### src/hdl/sphc_pkg.sv
// ----------------------------------------------------------------------------
// sphc_pkg
// Shared types and constants of the stepper position and homing controller.
// ----------------------------------------------------------------------------
package sphc_pkg;

  localparam int POS_W   = 32;    // signed step position width
  localparam int COIL_W  = 8;     // width of the coil enable vector
  localparam int PHASE_W = 3;     // index of one coil
  localparam int CNT_W   = 4;     // coil_count register width
  localparam int FREQ_W  = 10;    // step_freq register width
  localparam int TICK_W  = 10;    // millisecond tick counter width
  localparam int ACT_W   = 2;     // action code width

  localparam int MAX_COILS = 8;
  localparam int MS_PER_S  = 1000;

  localparam logic [FREQ_W-1:0] FREQ_RESET  = FREQ_W'(100);
  localparam logic [CNT_W-1:0]  COILS_RESET = CNT_W'(4);

  // Action codes carried in s_tuser.
  localparam logic [ACT_W-1:0] ACT_TICK  = 2'd0;
  localparam logic [ACT_W-1:0] ACT_DEST  = 2'd1;
  localparam logic [ACT_W-1:0] ACT_HOME  = 2'd2;

  // Configuration register indexes.
  localparam int CFG_IDX_W = 1;
  localparam logic [CFG_IDX_W-1:0] REG_STEP_FREQ  = 1'd0;
  localparam logic [CFG_IDX_W-1:0] REG_COIL_COUNT = 1'd1;

  localparam int IN_DATA_W  = 40;  // target, detector, zero fill
  localparam int OUT_DATA_W = 80;  // coil_drive .. stepped, zero fill

  typedef struct packed {
    logic              stepped;
    logic              moving;
    logic              homing;
    logic [POS_W-1:0]  destination;
    logic [POS_W-1:0]  position;
    logic [COIL_W-1:0] coil_drive;
  } result_t;

endpackage

### src/hdl/stepper_position_homing_controller.sv
// ----------------------------------------------------------------------------
// stepper_position_homing_controller
// Stepper motor controller with timed stepping toward a destination and a
// homing run that steps down until the home detector reads high.
// ----------------------------------------------------------------------------
// An accepted item is held in the input register, and its result is then
// registered in the result register, which drives the output.
// Throughput: one item per cycle while the result side is free or draining;
// the result register and the input register then advance together.
// Reset: homing is active, position, destination, timer and phase are zero,
// all coils are off, step_freq reads 100 and coil_count reads 4.
// ----------------------------------------------------------------------------
module stepper_position_homing_controller (
  input  logic                             clk,
  input  logic                             rst,
  // Item input.
  input  logic                             s_tvalid,
  output logic                             s_tready,
  // [31:0] target (signed), [32] detector, [39:33] zero
  input  logic [sphc_pkg::IN_DATA_W-1:0]   s_tdata,
  // [1:0] action
  input  logic [sphc_pkg::ACT_W-1:0]       s_tuser,
  // Result output.
  output logic                             m_tvalid,
  input  logic                             m_tready,
  // [7:0] coil_drive, [39:8] position, [71:40] destination, [72] homing,
  // [73] moving, [74] stepped, [79:75] zero
  output logic [sphc_pkg::OUT_DATA_W-1:0]  m_tdata,
  // Configuration write channel.
  input  logic                             cfg_valid,
  output logic                             cfg_ready,
  input  logic [sphc_pkg::CFG_IDX_W-1:0]   cfg_index,
  input  logic [sphc_pkg::FREQ_W-1:0]      cfg_data
);
  import sphc_pkg::*;

  // Configuration registers. The step period floor(1000 / step_freq) is
  // never stored: the timer expires when (tick + 2) * step_freq > 1000,
  // which is the same test as tick + 1 >= floor(1000 / step_freq).
  logic [FREQ_W-1:0]  step_freq;
  logic [CNT_W-1:0]   coil_count;

  // Controller state.
  logic [POS_W-1:0]   position_count, position_next;
  logic [POS_W-1:0]   destination_count, destination_next;
  logic               homing_flag, homing_next;
  logic               moving_flag, moving_next;
  logic [TICK_W-1:0]  tick_count, tick_next;
  logic [PHASE_W-1:0] phase_index, phase_next;
  logic [COIL_W-1:0]  coil_pattern, coil_next;
  logic               stepped;

  // Input register.
  logic               s1_valid;
  logic [ACT_W-1:0]   s1_action;
  logic [POS_W-1:0]   s1_target;
  logic               s1_detector;

  logic               advance;
  result_t            result;

  // The input register moves into the result register when the result side
  // has room this cycle.
  assign advance  = s1_valid && (!m_tvalid || m_tready);
  assign s_tready = !s1_valid || advance;
  assign cfg_ready = 1'b1;

  always_ff @(posedge clk) begin
    if (rst) begin
      s1_valid <= 1'b0;
    end else if (s_tready) begin
      s1_valid <= s_tvalid;
    end
  end

  always_ff @(posedge clk) begin
    if (s_tvalid && s_tready) begin
      s1_action   <= s_tuser;
      s1_target   <= s_tdata[POS_W-1:0];
      s1_detector <= s_tdata[POS_W];
    end
  end

  // Out-of-range writes are dropped; coil_count tests cfg_data[3:0] only.
  always_ff @(posedge clk) begin
    if (rst) begin
      step_freq  <= FREQ_RESET;
      coil_count <= COILS_RESET;
    end else if (cfg_valid && cfg_ready) begin
      unique case (cfg_index)
        REG_STEP_FREQ: begin
          if (cfg_data != '0 && cfg_data <= FREQ_W'(MS_PER_S)) begin
            step_freq <= cfg_data;
          end
        end
        REG_COIL_COUNT: begin
          if (cfg_data[CNT_W-1:0] != '0 &&
              cfg_data[CNT_W-1:0] <= CNT_W'(MAX_COILS)) begin
            coil_count <= cfg_data[CNT_W-1:0];
          end
        end
        default: begin
        end
      endcase
    end
  end

  // Timer arithmetic and step helpers.
  logic [TICK_W:0]          tick_inc;
  logic [TICK_W+FREQ_W:0]   tick_prod;
  logic                     expire;
  logic                     dir_up;
  logic [POS_W-1:0]         pos_stepped;
  logic [PHASE_W-1:0]       phase_stepped;
  logic [CNT_W-1:0]         phase_plus;

  assign tick_inc  = {1'b0, tick_count} + (TICK_W+1)'(1);
  assign tick_prod = (tick_inc + (TICK_W+1)'(1)) * step_freq;
  assign expire    = tick_prod > (TICK_W+FREQ_W+1)'(MS_PER_S);
  assign phase_plus = {1'b0, phase_index} + CNT_W'(1);

  // Homing always steps down; a move steps toward the destination, which is
  // compared as a signed value.
  assign dir_up = !homing_flag &&
                  ($signed(position_count) < $signed(destination_count));

  always_comb begin
    if (dir_up) begin
      pos_stepped = position_count + POS_W'(1);
      if (phase_plus >= coil_count) begin
        phase_stepped = '0;
      end else begin
        phase_stepped = phase_plus[PHASE_W-1:0];
      end
    end else begin
      pos_stepped = position_count - POS_W'(1);
      // A phase left above a reduced coil count wraps to the top coil.
      if (phase_index == '0 || {1'b0, phase_index} >= coil_count) begin
        phase_stepped = PHASE_W'(coil_count - CNT_W'(1));
      end else begin
        phase_stepped = phase_index - PHASE_W'(1);
      end
    end
  end

  // Next-state logic for the item sitting in the input register.
  always_comb begin
    position_next    = position_count;
    destination_next = destination_count;
    homing_next      = homing_flag;
    moving_next      = moving_flag;
    tick_next        = tick_count;
    phase_next       = phase_index;
    coil_next        = coil_pattern;
    stepped          = 1'b0;

    case (s1_action)
      ACT_TICK: begin
        if (homing_flag) begin
          if (s1_detector) begin
            // Home reached: zero the axis, leave the coils energized.
            position_next    = '0;
            destination_next = '0;
            phase_next       = '0;
            homing_next      = 1'b0;
            moving_next      = 1'b0;
            tick_next        = '0;
          end else if (expire) begin
            tick_next     = '0;
            position_next = pos_stepped;
            phase_next    = phase_stepped;
            coil_next     = COIL_W'(1) << phase_stepped;
            stepped       = 1'b1;
          end else begin
            tick_next = tick_inc[TICK_W-1:0];
          end
        end else if (moving_flag) begin
          if (expire) begin
            tick_next = '0;
            if (position_count != destination_count) begin
              position_next = pos_stepped;
              phase_next    = phase_stepped;
              coil_next     = COIL_W'(1) << phase_stepped;
              stepped       = 1'b1;
            end
            if (position_next == destination_count) begin
              moving_next = 1'b0;
            end
          end else begin
            tick_next = tick_inc[TICK_W-1:0];
          end
        end else begin
          tick_next = '0;
        end
      end
      ACT_DEST: begin
        // Ignored while homing or when the target is already the position.
        if (!homing_flag && s1_target != position_count) begin
          destination_next = s1_target;
          if (!moving_flag) begin
            tick_next = '0;
          end
          moving_next = 1'b1;
        end
      end
      ACT_HOME: begin
        homing_next = 1'b1;
        moving_next = 1'b0;
        tick_next   = '0;
      end
      default: begin
      end
    endcase
  end

  always_ff @(posedge clk) begin
    if (rst) begin
      position_count    <= '0;
      destination_count <= '0;
      homing_flag       <= 1'b1;
      moving_flag       <= 1'b0;
      tick_count        <= '0;
      phase_index       <= '0;
      coil_pattern      <= '0;
    end else if (advance) begin
      position_count    <= position_next;
      destination_count <= destination_next;
      homing_flag       <= homing_next;
      moving_flag       <= moving_next;
      tick_count        <= tick_next;
      phase_index       <= phase_next;
      coil_pattern      <= coil_next;
    end
  end

  // Result register: shows the state after the item together with its step
  // flag.
  always_comb begin
    result.coil_drive  = coil_next;
    result.position    = position_next;
    result.destination = destination_next;
    result.homing      = homing_next;
    result.moving      = moving_next;
    result.stepped     = stepped;
  end

  always_ff @(posedge clk) begin
    if (rst) begin
      m_tvalid <= 1'b0;
    end else if (!m_tvalid || m_tready) begin
      m_tvalid <= s1_valid;
    end
  end

  always_ff @(posedge clk) begin
    if (advance) begin
      m_tdata <= {(OUT_DATA_W - $bits(result_t))'(0), result};
    end
  end

endmodule
### config.mk
export PLATFORM = sky130hd
export DESIGN_NAME = stepper_position_homing_controller
export DESIGN_NICKNAME = d
export VERILOG_FILES = /design/src/hdl/sphc_pkg.sv /design/src/hdl/stepper_position_homing_controller.sv
export SDC_FILE = /design/constraint.sdc
export NUM_CORES = 1
export LEC_CHECK = 0
export BUFFER_PORTS_ARGS = -buffer_cell sky130_fd_sc_hd__buf_2
export CORE_AREA = 2 2 252 254
export CTS_CLUSTER_DIAMETER = 120
export CTS_CLUSTER_SIZE = 16
export DETAILED_ROUTE_END_ITERATION = 7
export DIE_AREA = 0 0 254 256
export SYNTH_ARGS = -nofsm -noshare
export SYNTH_HDL_FRONTEND = slang
export SYNTH_SLANG_ARGS = --single-unit
### constraint.sdc
create_clock -name clk -period 11.05 [get_ports clk]
set_clock_uncertainty 0.05 [all_clocks]
set_input_delay 2.21 -clock clk [delete_from_list [all_inputs] [get_ports clk]]
set_output_delay 2.21 -clock clk [all_outputs]
set_load 0.01 [all_outputs]
==> metrics <==
share of the synthesized area in the top cell type 17.9%; core area 0.0624 mm^2; setup TNS 0 ns; ys async rst share 0%; #FFs+latches synth 213; fin crit share 90.4%; critical path fanouts, max 16; setup bufs post-CTS 0; DR vias/cell around 5.5; critical path arrival between 10 and 15 ns; cts hold-fix bufs 0; Area Overhead vs Synth 9.97%; endpoints failing setup 0; Critical Path RT 11.35 ns; largest cells by area after synthesis edfxtp_1 18%, dfxtp_1 11%, ha_1 9.0%; crit path max-delay cell type xnor2_1; clock latency on the worst-skew pair 0.53 ns; Die Y 256 um; outcome finished clean; most common cell in the netlist nand2_1; routed vias about 16000; Final nets 2405; vias in the first global route approximately 16000; RSZ-0062 raised after global routing false; CTS tree built; fin util between 30 and 40%; root buffer cell clkbuf_16; Worst Setup Start Kind register; DP HPWL approximately 46000 um; Residual DRC 0; Post-Syn Instances 2091; largest net degree at the start of global routing 67; die area about 0.065 mm^2; P_leak between 0.008 and 0.009 uW; share of cells above drive strength 1 10.6%; final hold viol count 0; most used cell, CP fa_1; Die X roughly 250 um; # clock sinks 213; Initial Utilization 29.6%; DR iter-0 viols 1620; Max Slew Vio Count 0; Worst Hold Launch coil_pattern[0]; Post-synth EDFFs 110; ANT cells 0; Reg clk slew, reported paths around 0.090 ns; CP max stage delay 0.83 ns; Syn Area/Cell 8.83 um^2; fillers 6583; initial antenna violation count 2; Synth top cells by count 201 x nand2_1, 159 x a21oi_1, 154 x nor2_1, 142 x inv_1, 133 x ha_1; Worst VDD drop between 0.09 and 0.1 mV; final WL 61000 um; floorplan row count 92; synthesized area 0.0185 mm^2; Worst Setup SP tick_count[0]; CTS Buf Count 17; GRT Residual Overflow 0; post-detailed-route wirelength per cell between 20 and 25 um; htree depth 1; IO buf count 127; min Tclk post-route 9.98 ns; Yosys top cell by area edfxtp_1; Setup CP Type register to register; Max Freq 100 MHz; Pre-Repair DR Iteration Count 6; IO Count 141; synth unique cells between 90 and 100; Antenna Nets Post-Route 0; Ys Warns 0; routability congestion estimate 0.971; clk buf depth 3; Worst R2R Start tick_count[0]; worst-margin pin slew 1.15 ns; Post-CTS Resized 0; first-pass GRT wire length 93900 um; crit path capture type register; ys flop type edfxtp_1; hold crit path type register to register; Tot GR Track Use 18.4%; MaxCap Viol Count 0; cell area power density 107 mW/mm^2; proportion of synthesized chip area in sequential cells 29.0%; relative slew slack 22.8%
worst max-delay path: cells and delay by family, from the launching register on:
| kind | cells | cell delay, ns |
|---|---|---|
| and+or+nand+nor | 6 | 1.93 |
| AOI/OAI and AO/OA | 8 | 2.41 |
| buffers and inverters | 4 | 0.51 |
| adders and majority gates | 6 | 2.95 |
| DFF | 1 | 0.72 |
| xor gates and xnor gates | 3 | 1.20 |
cells in the final DEF (no fill, tap or decap), types with 61 or more instances in the layout:
cell type | netlist | layout
fa_1 | 78 | 78
xnor2_1 | 94 | 94
a21oi_1 | 159 | 158
dfxtp_1 | 103 | 103
nand2_1 | 201 | 201
nor2_1 | 154 | 154
inv_1 | 142 | 141
buf_2 | 17 | 126
edfxtp_1 | 110 | 110
ha_1 | 133 | 133
and2_1 | 72 | 71
o21ai_0 | 61 | 61
where the power goes:
| group | switching, uW | leakage [uW] | internal [uW] |
|---|---|---|---|
| clock network | 305 | 0.000233 | 296 |
| logic | 425 | 0.00629 | 252 |
| registers | 33.0 | 0.00189 | 863 |
registers in the layout, indices dropped and copies added (netlist names):
name,count
s1_valid,1
coil_pattern,8
destination_count,32
homing_flag,1
m_tvalid,1
m_tdata,75
moving_flag,1
step_freq,10
tick_count,10
position_count,32
phase_index,3
coil_count,4
s1_target,32
s1_detector,1
s1_action,2
per-layer routing:
metal,routed length [um],global-route usage [%]
met4,2410,6.76
met2,28500,29.8
met1,25400,24.6
met5,11,0
met3,4700,3.11
cells by family after synthesis:
logic type	Yosys count	synth area share, %
AOI/OAI and AO/OA	531	19.9
xor gates and xnor gates	119	6.09
adders and majority gates	211	17.5
buffers and inverters	283	6.16
DFF	213	29.0
muxes	60	3.34
other	2	0.0407
and+or+nand+nor	672	18.0
metrics by stage:
step / setup WS [ns] / cells / hold WS, ns / total power (uW) / cell area (um^2)
floorplan: 2.95 / 2104 / 0.407 / 1380 / 18500
global placement: 1.18 / 2963 / 0.421 / 1560 / 19800
detailed placement: 1.22 / 2963 / 0.444 / 1570 / 19800
CTS: 1.19 / 2991 / 0.458 / 2180 / 20300
global route: 0.522 / 2991 / 0.471 / 2280 / 20300
finish: 1.07 / 2991 / 0.457 / 2170 / 20300
path summary, 6_finish.rpt:
kind	end	slack (ns)	cells past startpoint
setup reg to reg	m_tdata[36]	1.07	27
hold reg to reg	coil_pattern[0]	0.46	2
hold / removal	coil_pattern[0]	0.46	2
setup / recovery	m_tdata[36]	1.07	27
layout make-up:
| cell class | instances | area [um^2] | share of cell area [%] |
|---|---|---|---|
| inverters | 144 | 543 | 2.67 |
| clock buffers | 27 | 473 | 2.33 |
| clock inverters | 1 | 11.3 | 0.0554 |
| well taps | 846 | 1060 | 5.21 |
| flip-flops and latches | 213 | 5370 | 26.4 |
| repair buffers | 152 | 826 | 4.07 |
| multi-input cells | 1608 | 12000 | 59.3 |
Power figures use the tool's default switching activity.
